<file path="src/hdl/ipv4_cidr_text_parser_macros.svh">
// Assertion macros for the IPv4 CIDR text parser.
`ifndef IPV4_CIDR_TEXT_PARSER_MACROS_SVH
`define IPV4_CIDR_TEXT_PARSER_MACROS_SVH

`ifndef SYNTHESIS

// Clocked property, off while reset is low
`define CIDRP_ASSERT(lbl, clk, rst_n, prop, msg) \
    lbl: assert property (@(posedge clk) disable iff (!rst_n) (prop)) else $error(msg);

// Clocked property with no reset qualifier
`define CIDRP_ASSERT_NR(lbl, clk, prop, msg) \
    lbl: assert property (@(posedge clk) (prop)) else $error(msg);

`else

`define CIDRP_ASSERT(lbl, clk, rst_n, prop, msg)
`define CIDRP_ASSERT_NR(lbl, clk, prop, msg)

`endif

`endif

</file>
<file path="src/hdl/cidrp_pkg.sv">
// Shared constants and types for the IPv4 CIDR text parser.
package cidrp_pkg;

    // Character codes
    localparam logic [7:0] CH_DOT   = 8'h2E;
    localparam logic [7:0] CH_SLASH = 8'h2F;
    localparam logic [7:0] CH_ZERO  = 8'h30;
    localparam logic [7:0] CH_NINE  = 8'h39;
    localparam logic [7:0] CH_NUL   = 8'h00;

    // Field limits
    localparam logic [9:0] OCTET_MAX  = 10'd255;
    localparam logic [9:0] PREFIX_MAX = 10'd32;

    // Field index codes
    localparam logic [2:0] FIELD_LAST_OCTET = 3'd3;
    localparam logic [2:0] FIELD_PREFIX     = 3'd4;

    localparam logic [1:0] DIGITS_MAX = 2'd3;

    // Result word from the parser core
    typedef struct packed {
        logic        ok;
        logic [31:0] address;
        logic [5:0]  prefix_len;
    } t_result;

endpackage

</file>
<file path="src/hdl/ipv4_cidr_text_parser.sv">
// IPv4 CIDR text parser: input register, parser core and result register.
// A result is shown from the result register once the word marked last has passed the input register.
// Throughput: one character word per cycle while o_stall is low; the parser core updates as each word is taken.
// Input register and result register advance together whenever the result is free.
// Reset (i_rst_n low, synchronous) empties both registers and clears the parser state.
`include "ipv4_cidr_text_parser_macros.svh"

module ipv4_cidr_text_parser (
    input  logic        i_clk,
    input  logic        i_rst_n,
    input  logic        i_valid,
    output logic        o_stall,
    input  logic [7:0]  i_ch,
    input  logic        i_last,
    output logic        o_valid,
    input  logic        i_stall,
    output logic        o_ok,
    output logic [31:0] o_address,
    output logic [5:0]  o_prefix_len
);

    logic               r_in_valid;
    logic [7:0]         r_ch;
    logic               r_last;
    logic               r_out_valid;
    cidrp_pkg::t_result r_res;
    cidrp_pkg::t_result core_res;
    logic               advance;

    // Pipeline moves when the result register is empty or being taken
    assign advance = !r_out_valid || !i_stall;
    assign o_stall = r_in_valid && !advance;

    // Input register
    always_ff @(posedge i_clk) begin
        if (!i_rst_n) begin
            r_in_valid <= 1'b0;
        end else if (!o_stall) begin
            r_in_valid <= i_valid;
        end
    end

    always_ff @(posedge i_clk) begin
        if (!o_stall) begin
            r_ch   <= i_ch;
            r_last <= i_last;
        end
    end

    cidrp_core u_core (
        .i_clk   (i_clk),
        .i_rst_n (i_rst_n),
        .i_take  (advance && r_in_valid),
        .i_ch    (r_ch),
        .i_last  (r_last),
        .o_res   (core_res)
    );

    // Result register
    always_ff @(posedge i_clk) begin
        if (!i_rst_n) begin
            r_out_valid <= 1'b0;
        end else if (advance) begin
            r_out_valid <= r_in_valid && r_last;
        end
    end

    always_ff @(posedge i_clk) begin
        if (advance) begin
            r_res <= core_res;
        end
    end

    assign o_valid      = r_out_valid;
    assign o_ok         = r_res.ok;
    assign o_address    = r_res.address;
    assign o_prefix_len = r_res.prefix_len;

    `CIDRP_ASSERT(a_stall_cause, i_clk, i_rst_n,
        o_stall |-> (r_in_valid && r_out_valid),
        "input stalled without a held result")
    `CIDRP_ASSERT(a_last_gives_result, i_clk, i_rst_n,
        (r_in_valid && r_last && !o_stall) |=> o_valid,
        "last word gave no result")
    `CIDRP_ASSERT(a_no_spurious_result, i_clk, i_rst_n,
        (advance && !(r_in_valid && r_last)) |=> !o_valid,
        "result without a last word")

endmodule

</file>
<file path="src/hdl/cidrp_core.sv">
// Parser state and per-character next-state logic for the CIDR text parser.
`include "ipv4_cidr_text_parser_macros.svh"

module cidrp_core (
    input  logic                i_clk,
    input  logic                i_rst_n,
    input  logic                i_take,
    input  logic [7:0]          i_ch,
    input  logic                i_last,
    output cidrp_pkg::t_result  o_res
);

    logic [2:0]  r_field_index, n_field_index;
    logic [1:0]  r_digit_count, n_digit_count;
    logic [9:0]  r_accumulator, n_accumulator;
    logic [23:0] r_octets, n_octets;
    logic [7:0]  r_fourth, n_fourth;
    logic        r_error, n_error;
    logic        r_term, n_term;

    logic        is_digit;
    logic [3:0]  digit_val;
    logic [13:0] acc_x10;
    logic        field_ok_octet;
    logic        valid;

    // Digit decode and accumulate
    assign is_digit       = (i_ch >= cidrp_pkg::CH_ZERO) && (i_ch <= cidrp_pkg::CH_NINE);
    assign digit_val      = 4'(i_ch - cidrp_pkg::CH_ZERO);
    assign acc_x10        = 14'(r_accumulator) * 14'd10;
    assign field_ok_octet = (r_digit_count != 2'd0) && (r_accumulator <= cidrp_pkg::OCTET_MAX);

    // Next state for one character
    always_comb begin
        n_field_index = r_field_index;
        n_digit_count = r_digit_count;
        n_accumulator = r_accumulator;
        n_octets      = r_octets;
        n_fourth      = r_fourth;
        n_error       = r_error;
        n_term        = r_term;
        if (r_term || r_error) begin
            // string already ended or failed: ignore
        end else if (i_ch == cidrp_pkg::CH_NUL) begin
            n_term = 1'b1;
        end else if (is_digit) begin
            if (r_digit_count == cidrp_pkg::DIGITS_MAX) begin
                n_error = 1'b1;
            end else begin
                n_accumulator = 10'(acc_x10 + 14'(digit_val));
                n_digit_count = r_digit_count + 2'd1;
            end
        end else if (i_ch == cidrp_pkg::CH_DOT && r_field_index < cidrp_pkg::FIELD_LAST_OCTET
                     && field_ok_octet) begin
            n_octets      = {r_octets[15:0], r_accumulator[7:0]};
            n_field_index = r_field_index + 3'd1;
            n_digit_count = 2'd0;
            n_accumulator = 10'd0;
        end else if (i_ch == cidrp_pkg::CH_SLASH && r_field_index == cidrp_pkg::FIELD_LAST_OCTET
                     && field_ok_octet) begin
            n_fourth      = r_accumulator[7:0];
            n_field_index = cidrp_pkg::FIELD_PREFIX;
            n_digit_count = 2'd0;
            n_accumulator = 10'd0;
        end else begin
            n_error = 1'b1;
        end
    end

    // Result as seen after this character
    assign valid = !n_error && (n_field_index == cidrp_pkg::FIELD_PREFIX)
                   && (n_digit_count != 2'd0) && (n_accumulator <= cidrp_pkg::PREFIX_MAX);

    always_comb begin
        o_res.ok         = valid;
        o_res.address    = valid ? {n_octets, n_fourth} : 32'd0;
        o_res.prefix_len = valid ? n_accumulator[5:0] : 6'd0;
    end

    // State registers; a last character returns everything to reset
    always_ff @(posedge i_clk) begin
        if (!i_rst_n || (i_take && i_last)) begin
            r_field_index <= 3'd0;
            r_digit_count <= 2'd0;
            r_accumulator <= 10'd0;
            r_octets      <= 24'd0;
            r_fourth      <= 8'd0;
            r_error       <= 1'b0;
            r_term        <= 1'b0;
        end else if (i_take) begin
            r_field_index <= n_field_index;
            r_digit_count <= n_digit_count;
            r_accumulator <= n_accumulator;
            r_octets      <= n_octets;
            r_fourth      <= n_fourth;
            r_error       <= n_error;
            r_term        <= n_term;
        end
    end

    `CIDRP_ASSERT(a_clear_after_last, i_clk, i_rst_n, (i_take && i_last) |=> (r_field_index == 3'd0 && r_digit_count == 2'd0 && !r_error && !r_term), "parser state not cleared after last word")
    `CIDRP_ASSERT(a_field_range, i_clk, i_rst_n, r_field_index <= cidrp_pkg::FIELD_PREFIX, "field index beyond prefix field")
    `CIDRP_ASSERT(a_ok_prefix, i_clk, i_rst_n, o_res.ok |-> (o_res.prefix_len <= 6'd32), "ok result with prefix above 32")
    `CIDRP_ASSERT(a_hold_idle, i_clk, i_rst_n, !i_take |=> ($stable(r_accumulator) && $stable(r_field_index) && $stable(r_error)), "parser state moved without a word")

endmodule

</file>
<file path="config.mk">
export PLATFORM = sky130hd
export DESIGN_NAME = ipv4_cidr_text_parser
export DESIGN_NICKNAME = d
export VERILOG_FILES = /design/src/hdl/cidrp_pkg.sv /design/src/hdl/ipv4_cidr_text_parser.sv /design/src/hdl/cidrp_core.sv
export VERILOG_INCLUDE_DIRS = /design/src /design/src/hdl
export SDC_FILE = /design/constraint.sdc
export NUM_CORES = 1
export LEC_CHECK = 0
export ABC_AREA = 1
export BUFFER_PORTS_ARGS = -buffer_cell sky130_fd_sc_hd__buf_2
export CELL_PAD_IN_SITES_DETAIL_PLACEMENT = 1
export CELL_PAD_IN_SITES_GLOBAL_PLACEMENT = 2
export CORE_MARGIN = 2
export CORE_UTILIZATION = 36
export DETAILED_ROUTE_END_ITERATION = 6
export PLACE_DENSITY = 0.82
export SETUP_SLACK_MARGIN = 0.02
export SLEW_MARGIN = 20
export SYNTH_ARGS = -nofsm -noshare
export SYNTH_HDL_FRONTEND = slang
export SYNTH_SLANG_ARGS = --single-unit
</file>
<file path="constraint.sdc">
create_clock -name i_clk -period 3.7 [get_ports i_clk]
set_clock_uncertainty 0.1 [all_clocks]
set_input_delay 0.74 -clock i_clk [delete_from_list [all_inputs] [get_ports i_clk]]
set_output_delay 0.74 -clock i_clk [all_outputs]
set_load 0.02 [all_outputs]
</file>
==> results.sh, run 1 <==
export IMPL_status="completed"
export IMPL_post_synth_main_area_contributors="edfxtp_1 (28%), dfxtp_1 (20%), nand2_1 (9.9%), inv_1 (7.2%), o211ai_1 (5.9%)"
export IMPL_max_slew_worst_pin_slew_ns=0.8789
export IMPL_viasPerCell=4.827
export IMPL_drive_gt1_share_pct=17.96
export IMPL_power_share_sequential_pct=51.1
export IMPL_clk_path_buf_depth=2
export IMPL_fin_util_pct=42.12
export IMPL_syn_instance_count=602
export IMPL_number_of_detailed_routing_iterations_run_before_antenna_repair=4
export IMPL_drv_slew=0
export IMPL_fillCellCount=1655
export IMPL_synth_fp_nets=633
export IMPL_period_minus_slack_ns=3.285
export IMPL_root_buffer="clkbuf_16"
export IMPL_routed_wirelength_mm=12.38
export IMPL_antenna_cells=0
export IMPL_cellLeakagePower_nw=2.937
export IMPL_grt_first_pass_wirelength_mm=20.42
export IMPL_critical_path_arrival_ns=3.39
export IMPL_register_area_mm2=0.002462
export IMPL_synthFlopType="dfxtp_1"
export IMPL_dieHeight_um=123.3
export IMPL_number_of_max_capacitance_violations_reported=0
export IMPL_cp_start_kind="flip-flop"
export IMPL_boundaryPins=54
export IMPL_cts_post_setup_buffers_inserted=0
export IMPL_postRouteAntennaNets=0
export IMPL_totalNegativeSetupSlack_ns=0
export IMPL_fp_dieArea_mm2=0.01520
export IMPL_ctsHtreeMaxLevel=3
export IMPL_dr_first_iter_drc_count=139
export IMPL_net_switching_power_w=0.0006467
export IMPL_internal_power_w=0.001759
export IMPL_mapped_cell_area_mm2=0.005124
export IMPL_tritoncts_num_buffers=9
export IMPL_grt_max_degree=87
export IMPL_tritoncts="yes"
export IMPL_critical_path_max_fanout=38
export IMPL_grt_use_total_pct=17.46
export IMPL_cts_repair_resized=0
export IMPL_clk_pin_slew_ns=0.07
export IMPL_swShare_pct=26.88
export IMPL_worstHoldPathType="reg -> reg"
export IMPL_area_growth_synth_to_final_pct=14.11
export IMPL_grt_setup_unrepaired="false"
export IMPL_cts_sinks=99
export IMPL_share_of_async_settable_or_async_resettable_flops_after_synthesis_pct=0
export IMPL_detailed_place_hpwl_mm=8.912
export IMPL_req_time_crit_path_ns=3.80
export IMPL_multi_input_area_mm2=0.002148
export IMPL_finalCritPeriodShare_pct=88.80
export IMPL_number_of_global_route_vias_before_repair=4207
export IMPL_setup_violations=0
export IMPL_synth_enable_flop_cells=48
export IMPL_yosys_warnings=0
export IMPL_yosys_cell_types_count=35
export IMPL_clk_insertion_delay_late_ns=0.35
export IMPL_floorplan_initialDensity_pct=36.91
export IMPL_clock_power_share_pct=37.5
export IMPL_wire_per_inst_um=14.79
export IMPL_grt_antenna_before_repair=0
export IMPL_synth_avg_cell_area_um2=8.511
export IMPL_cts_hold_bufs=0
export IMPL_synthDominantAreaCellType="edfxtp_1"
export IMPL_synth_seq_cells=99
export IMPL_nNetsFinal=683
export IMPL_worstSetupPathType="reg -> reg"
export IMPL_timing_final_hold_violations=0
export IMPL_place_gp_congestion=0.8220
export IMPL_detailed_route_via_count=4040
export IMPL_max_slew_margin_pct=41.41
export IMPL_max_vdd_ir_drop_mv=0.2038
export IMPL_global_route_overflow_total=0
export IMPL_row_count=43
export IMPL_buffer_ports_inserted=53
export IMPL_drc=0
export IMPL_report_power_total_w=0.002406
export IMPL_critPathCaptureType="flip-flop"
export IMPL_power_density_cell_area_mw_per_mm2=411.5
export IMPL_yosysTopAreaCellShare_pct=28.13
export IMPL_die_w_um=123.3
export IMPL_combPwrFrac_pct=11.3
export IMPL_synth_sequential_area_ratio_pct=48.06
export IMPL_area_inside_the_core_boundary_mm2=0.01388
export IMPL_fmax_ghz=0.3044
==> cell type report <==
cell class	count	share of cell area, %
Clock inverter	6	0.6848
Tap cell	180	3.852
Sequential cell	99	42.11
Clock buffer	10	4.087
Multi-Input combinational cell	378	36.74
Timing Repair Buffer	63	6.035
Inverter	101	6.484
==> power by group through the flow <==
stage,registers [W],clock network [W],logic [W]
6_report,0.00123,0.000903,0.000273
5_1_grt,0.00124,0.000983,0.000311
4_1_cts,0.00123,0.000930,0.000277
3_5_place_dp,0.00126,0,0.000276
3_3_place_gp,0.00125,0,0.000266
2_1_floorplan,0.00126,0,0.000189
==> logic make-up after synthesis <==
group | after synthesis | share of synthesized area (%)
adder cells (fa/ha/maj) | 18 | 4.689
XOR/XNOR | 4 | 0.6839
multiplexers | 9 | 1.758
AO/OA/AOI/OAI | 96 | 11.55
flip-flops | 99 | 48.06
buffers and inverters | 125 | 10.13
AND/OR/NAND/NOR | 251 | 23.13
==> cell usage in the layout (no fill, tap or decap) <==
cell       count
inv_2          3
a21oi_1       21
inv_1         98
o21a_1         1
inv_6          1
a31oi_1        1
ha_1          16
or2_2          1
nand3b_1       3
fa_1           2
o211a_1        1
nand2_1      134
nor2_2         7
nand3_2        3
buf_4          9
a21oi_2        1
o21ai_1        3
dfxtp_1       51
buf_12         1
a21o_1         1
o211ai_1      40
mux2i_1        9
nor2_4        19
edfxtp_1      48
nor2_1        57
o21ai_0       27
nand4_1        2
xnor2_1        1
clkinv_2       2
and2_1         1
clkbuf_16      9
clkinv_4       2
clkinv_1       1
nor3_2         2
buf_2         53
nand2_2        4
nand3_1       18
xor2_1         3
clkbuf_8       1
==> cells in the mapped netlist, types with 3 or more instances <==
library cell and instances:
nand2_1 135, mux2i_1 9, dfxtp_1 51, inv_1 98
xor2_1 3, nand3_1 18, o211ai_1 40, o21ai_1 3
o21ai_0 27, ha_1 16, buf_1 6, nor2_1 57
nor2_2 7, nand3b_1 3, clkbuf_1 12, nand3_2 3
a21oi_1 22, edfxtp_1 48, nand2_2 3, nor2_4 19
==> layer usage <==
metal	track usage (%)	vias to the layer above	routed length, µm
met4	6.108	0	221
met3	3.321	13	300
met1	21.13	1937	5558
met2	30.84	42	6299
met5	0	-	0
li1	-	2048	-
==> path summary, 6_finish.rpt <==
path                                 from             to  slack, ns  depth (start not counted)
hold reg to reg                r_in_valid        o_valid       0.39                          2
hold / removal                 r_in_valid        o_valid       0.39                          2
setup reg to reg  u_core.r_accumulator[3]  o_address[15]       0.41                         17
setup / recovery  u_core.r_accumulator[3]  o_address[15]       0.41                         17
==> worst max-delay path: stages (launching register included) <==
cell     delay, ns
dfxtp_1       0.47
ha_1          0.29
ha_1          0.24
fa_1          0.51
nand2_1       0.06
inv_1         0.08
and2_1        0.14
nand2_1       0.07
nor2_1        0.13
nor2_1        0.06
nand2_1       0.08
nand2_1       0.08
nor2_2        0.15
nand2_1       0.08
nor2_2        0.11
nand3_2       0.09
buf_12        0.22
nor2_1        0.14
==> stage by stage <==
stage               std cells  setup WS, ns  hold slack, ns  instance area (µm²)
floorplan                 602        0.7686          0.3458                 5124
global route              837        0.1399          0.4350                 5847
CTS                       837        0.4165          0.3922                 5847
detailed placement        821        0.4370          0.3800                 5568
finish                    837        0.4146          0.3906                 5847
global placement          821        0.5928          0.3609                 5568
==> registers in the layout (all words and copies together) (netlist names), 2 cells and up <==
name and cells:
o_prefix_len 6, u_core.r_octets 24, u_core.r_field_index 3, r_ch 8
u_core.r_digit_count 2, u_core.r_fourth 8, o_address 32, u_core.r_accumulator 10
(Power assumes the default switching activity.)
==> run 2, diff against run 1 <==
Settings changed: CORE_UTILIZATION 36 to 37, CTS_BUF_LIST set to sky130_fd_sc_hd__clkbuf_8, GPL_TIMING_DRIVEN set to 0, PLACE_DENSITY 0.82 to 0.84.
==> run 2 against run 1 <==
Wire length grew 5.3%. Cell count grew 1.3%. Clock-buffer cell count is the same. Hold slack lost 0.014 ns. Die area shrank 2.6%. Global-route usage grew 1.7 points. Largest cell class unchanged. Highest routed layer unchanged. Critical path depth grew 1. Combinational power is essentially flat. Sequential power is essentially flat. Clock power shrank 13%. Fmax shrank 4.0%.
==> results.sh, run 2 (synthesized netlist as in run 1, its figures left out) <==
export IMPL_routed_wirelength_mm=13.04
export IMPL_internal_power_w=0.001685
export IMPL_antenna_cells=0
export IMPL_multi_input_area_mm2=0.002145
export IMPL_boundaryPins=54
export IMPL_ctsHtreeMaxLevel=3
export IMPL_cts_sinks=99
export IMPL_setup_violations=0
export IMPL_critPathCaptureType="flip-flop"
export IMPL_critical_path_reg2reg_endpoint="o_prefix_len[4]"
export IMPL_power_density_cell_area_mw_per_mm2=392.3
export IMPL_clock_power_share_pct=34.4
export IMPL_source_of_the_worst_hold_timing_path="r_in_valid"
export IMPL_finalCritPeriodShare_pct=92.50
export IMPL_postRouteAntennaNets=0
export IMPL_nNetsFinal=698
export IMPL_r2r_setup_slack_ns=0.28
export IMPL_rr_worst_depth=18
export IMPL_min_delay_path_depth=2
export IMPL_power_share_sequential_pct=53.6
export IMPL_globalRouteMet3Util_pct=4.120
export IMPL_detailed_route_via_count=4134
export IMPL_critical_path_arrival_ns=3.56
export IMPL_net_switching_power_w=0.0006130
export IMPL_register_area_mm2=0.002464
export IMPL_wire_per_inst_um=15.37
export IMPL_period_minus_slack_ns=3.422
export IMPL_number_of_detailed_routing_iterations_run_before_antenna_repair=4
export IMPL_row_count=42
export IMPL_worstSetupPathType="reg -> reg"
export IMPL_worstReg2RegStart="u_core.r_accumulator[3]"
export IMPL_grt_use_met2_pct=31.95
export IMPL_area_growth_synth_to_final_pct=14.33
export IMPL_dieHeight_um=121.7
export IMPL_root_buffer="clkbuf_8"
export IMPL_grt_first_pass_wirelength_mm=21.72
export IMPL_grt_use_total_pct=19.16
export IMPL_timing_final_hold_violations=0
export IMPL_area_inside_the_core_boundary_mm2=0.01340
export IMPL_mostFrequentLayoutCells="nand2_1 (134), inv_1 (98), nor2_1 (57)"
export IMPL_tritoncts="yes"
export IMPL_buffer_ports_inserted=53
export IMPL_totalNegativeSetupSlack_ns=0
export IMPL_grt_max_degree=36
export IMPL_fillCellCount=1638
export IMPL_largest_reg_flops=32
export IMPL_cellLeakagePower_nw=2.927
export IMPL_status="completed"
export IMPL_combPwrFrac_pct=12.0
export IMPL_global_route_overflow_total=0
export IMPL_grt_setup_unrepaired="false"
export IMPL_die_w_um=121.7
export IMPL_cp_start_kind="flip-flop"
export IMPL_drv_slew=0
export IMPL_numPlacedInstances=832
export IMPL_number_of_max_capacitance_violations_reported=0
export IMPL_clk_insertion_delay_late_ns=0.38
export IMPL_swShare_pct=26.67
export IMPL_tritoncts_num_buffers=9
export IMPL_dr_first_iter_drc_count=143
export IMPL_drc=0
export IMPL_fp_dieArea_mm2=0.01480
export IMPL_grt_most_used_layer="met2"
export IMPL_req_time_crit_path_ns=3.84
export IMPL_place_gp_congestion=0.7655
export IMPL_max_slew_worst_pin_slew_ns=1.017
export IMPL_fmax_ghz=0.2922
export IMPL_drive_gt1_share_pct=17.11
export IMPL_critical_path_max_fanout=10
export IMPL_max_vdd_ir_drop_mv=0.2219
export IMPL_clk_path_buf_depth=2
export IMPL_viasPerCell=4.875
export IMPL_layoutNonFillerInstCount=848
export IMPL_worstHoldPathType="reg -> reg"
export IMPL_most_common_library_cell_in_the_layout_ignoring_fill_and_taps="nand2_1"
export IMPL_clk_pin_slew_ns=0.10
export IMPL_worstHoldEndpoint="o_valid"
export IMPL_number_of_global_route_vias_before_repair=4235
export IMPL_floorplan_initialDensity_pct=38.24
export IMPL_detailed_place_hpwl_mm=9.971
export IMPL_cp_startpoint="u_core.r_accumulator[3]"
export IMPL_grt_antenna_before_repair=0
export IMPL_global_route_usage_met1_pct=25.33
export IMPL_max_slew_margin_pct=31.85
run 2: cell types whose count changed in the layout (fill, tap and decap cells not counted), moves of 6 or more:
cell       delta
buf_4         -9
buf_1         +6
clkbuf_8      +9
clkbuf_16     -9
clkbuf_1     +12
run 2: how the worst max path moves through the flow:
stage | end | depth (start not counted)
5_1_grt | o_prefix_len[4] | 18
6_report | o_prefix_len[4] | 18
3_5_place_dp | o_address[10] | 18
4_1_cts | o_prefix_len[4] | 18
3_3_place_gp | u_core.r_accumulator[9] | 8
2_1_floorplan | o_address[10] | 17
run 2: layout make-up:
type	instances	share of cell area [%]
buffer	24	2.392
clock buffer	10	2.349
clock inverter	6	1.495
inverter	101	6.472
multi-input combinational	378	36.61
sequential	99	42.05
tap	176	3.759
timing repair buffer	54	4.870
run 2: worst max-delay path: stages (launching register included):
cell and delay [ns]:
dfxtp_1 0.53, ha_1 0.30, ha_1 0.24, fa_1 0.53, nand2_1 0.06, inv_1 0.09, and2_1 0.15, nand2_1 0.07
nor2_1 0.13, nor2_1 0.06, nand2_1 0.09, nand2_1 0.08, nor2_2 0.15, nand2_1 0.08, nor2_2 0.11, nand3_2 0.09
buf_6 0.17, buf_12 0.17, nor2_4 0.09
run 2: what timing repair did:
action | CTS | global route
setup buffers | 0 | 0
setup endpoints to repair | 0 | 19
gates resized for setup | 0 | 1
hold buffers | 0 | 0
run 2: power by group through the flow:
| stage | sequential [W] | clock (W) | combinational (W) |
|---|---|---|---|
| final | 0.00123 | 0.000790 | 0.000276 |
| after global routing | 0.00124 | 0.000862 | 0.000319 |
| after CTS | 0.00123 | 0.000817 | 0.000280 |
| after detailed placement | 0.00126 | 0 | 0.000279 |
| after global placement | 0.00125 | 0 | 0.000266 |
| after floorplan | 0.00126 | 0 | 0.000189 |
run 2: through the flow:
step | hold WS (ns) | power (W) | utilization, % | area, µm² | setup slack, ns
floorplan | 0.3458 | 0.001445 | - | 5124 | 0.7686
global placement | 0.3660 | 0.001521 | 41.86 | 5609 | -0.08947
detailed placement | 0.3681 | 0.001536 | 42.03 | 5632 | 0.2443
CTS | 0.3791 | 0.002330 | 43.71 | 5857 | 0.1973
global route | 0.4038 | 0.002422 | 43.72 | 5858 | 0.02328
finish | 0.3762 | 0.002298 | 43.72 | 5858 | 0.2775
run 2: layer usage:
metal,part of all wire (%),wire (µm)
met1,47,6145
met2,48,6302
met3,3.4,439
met4,1.1,147
met5,0,0
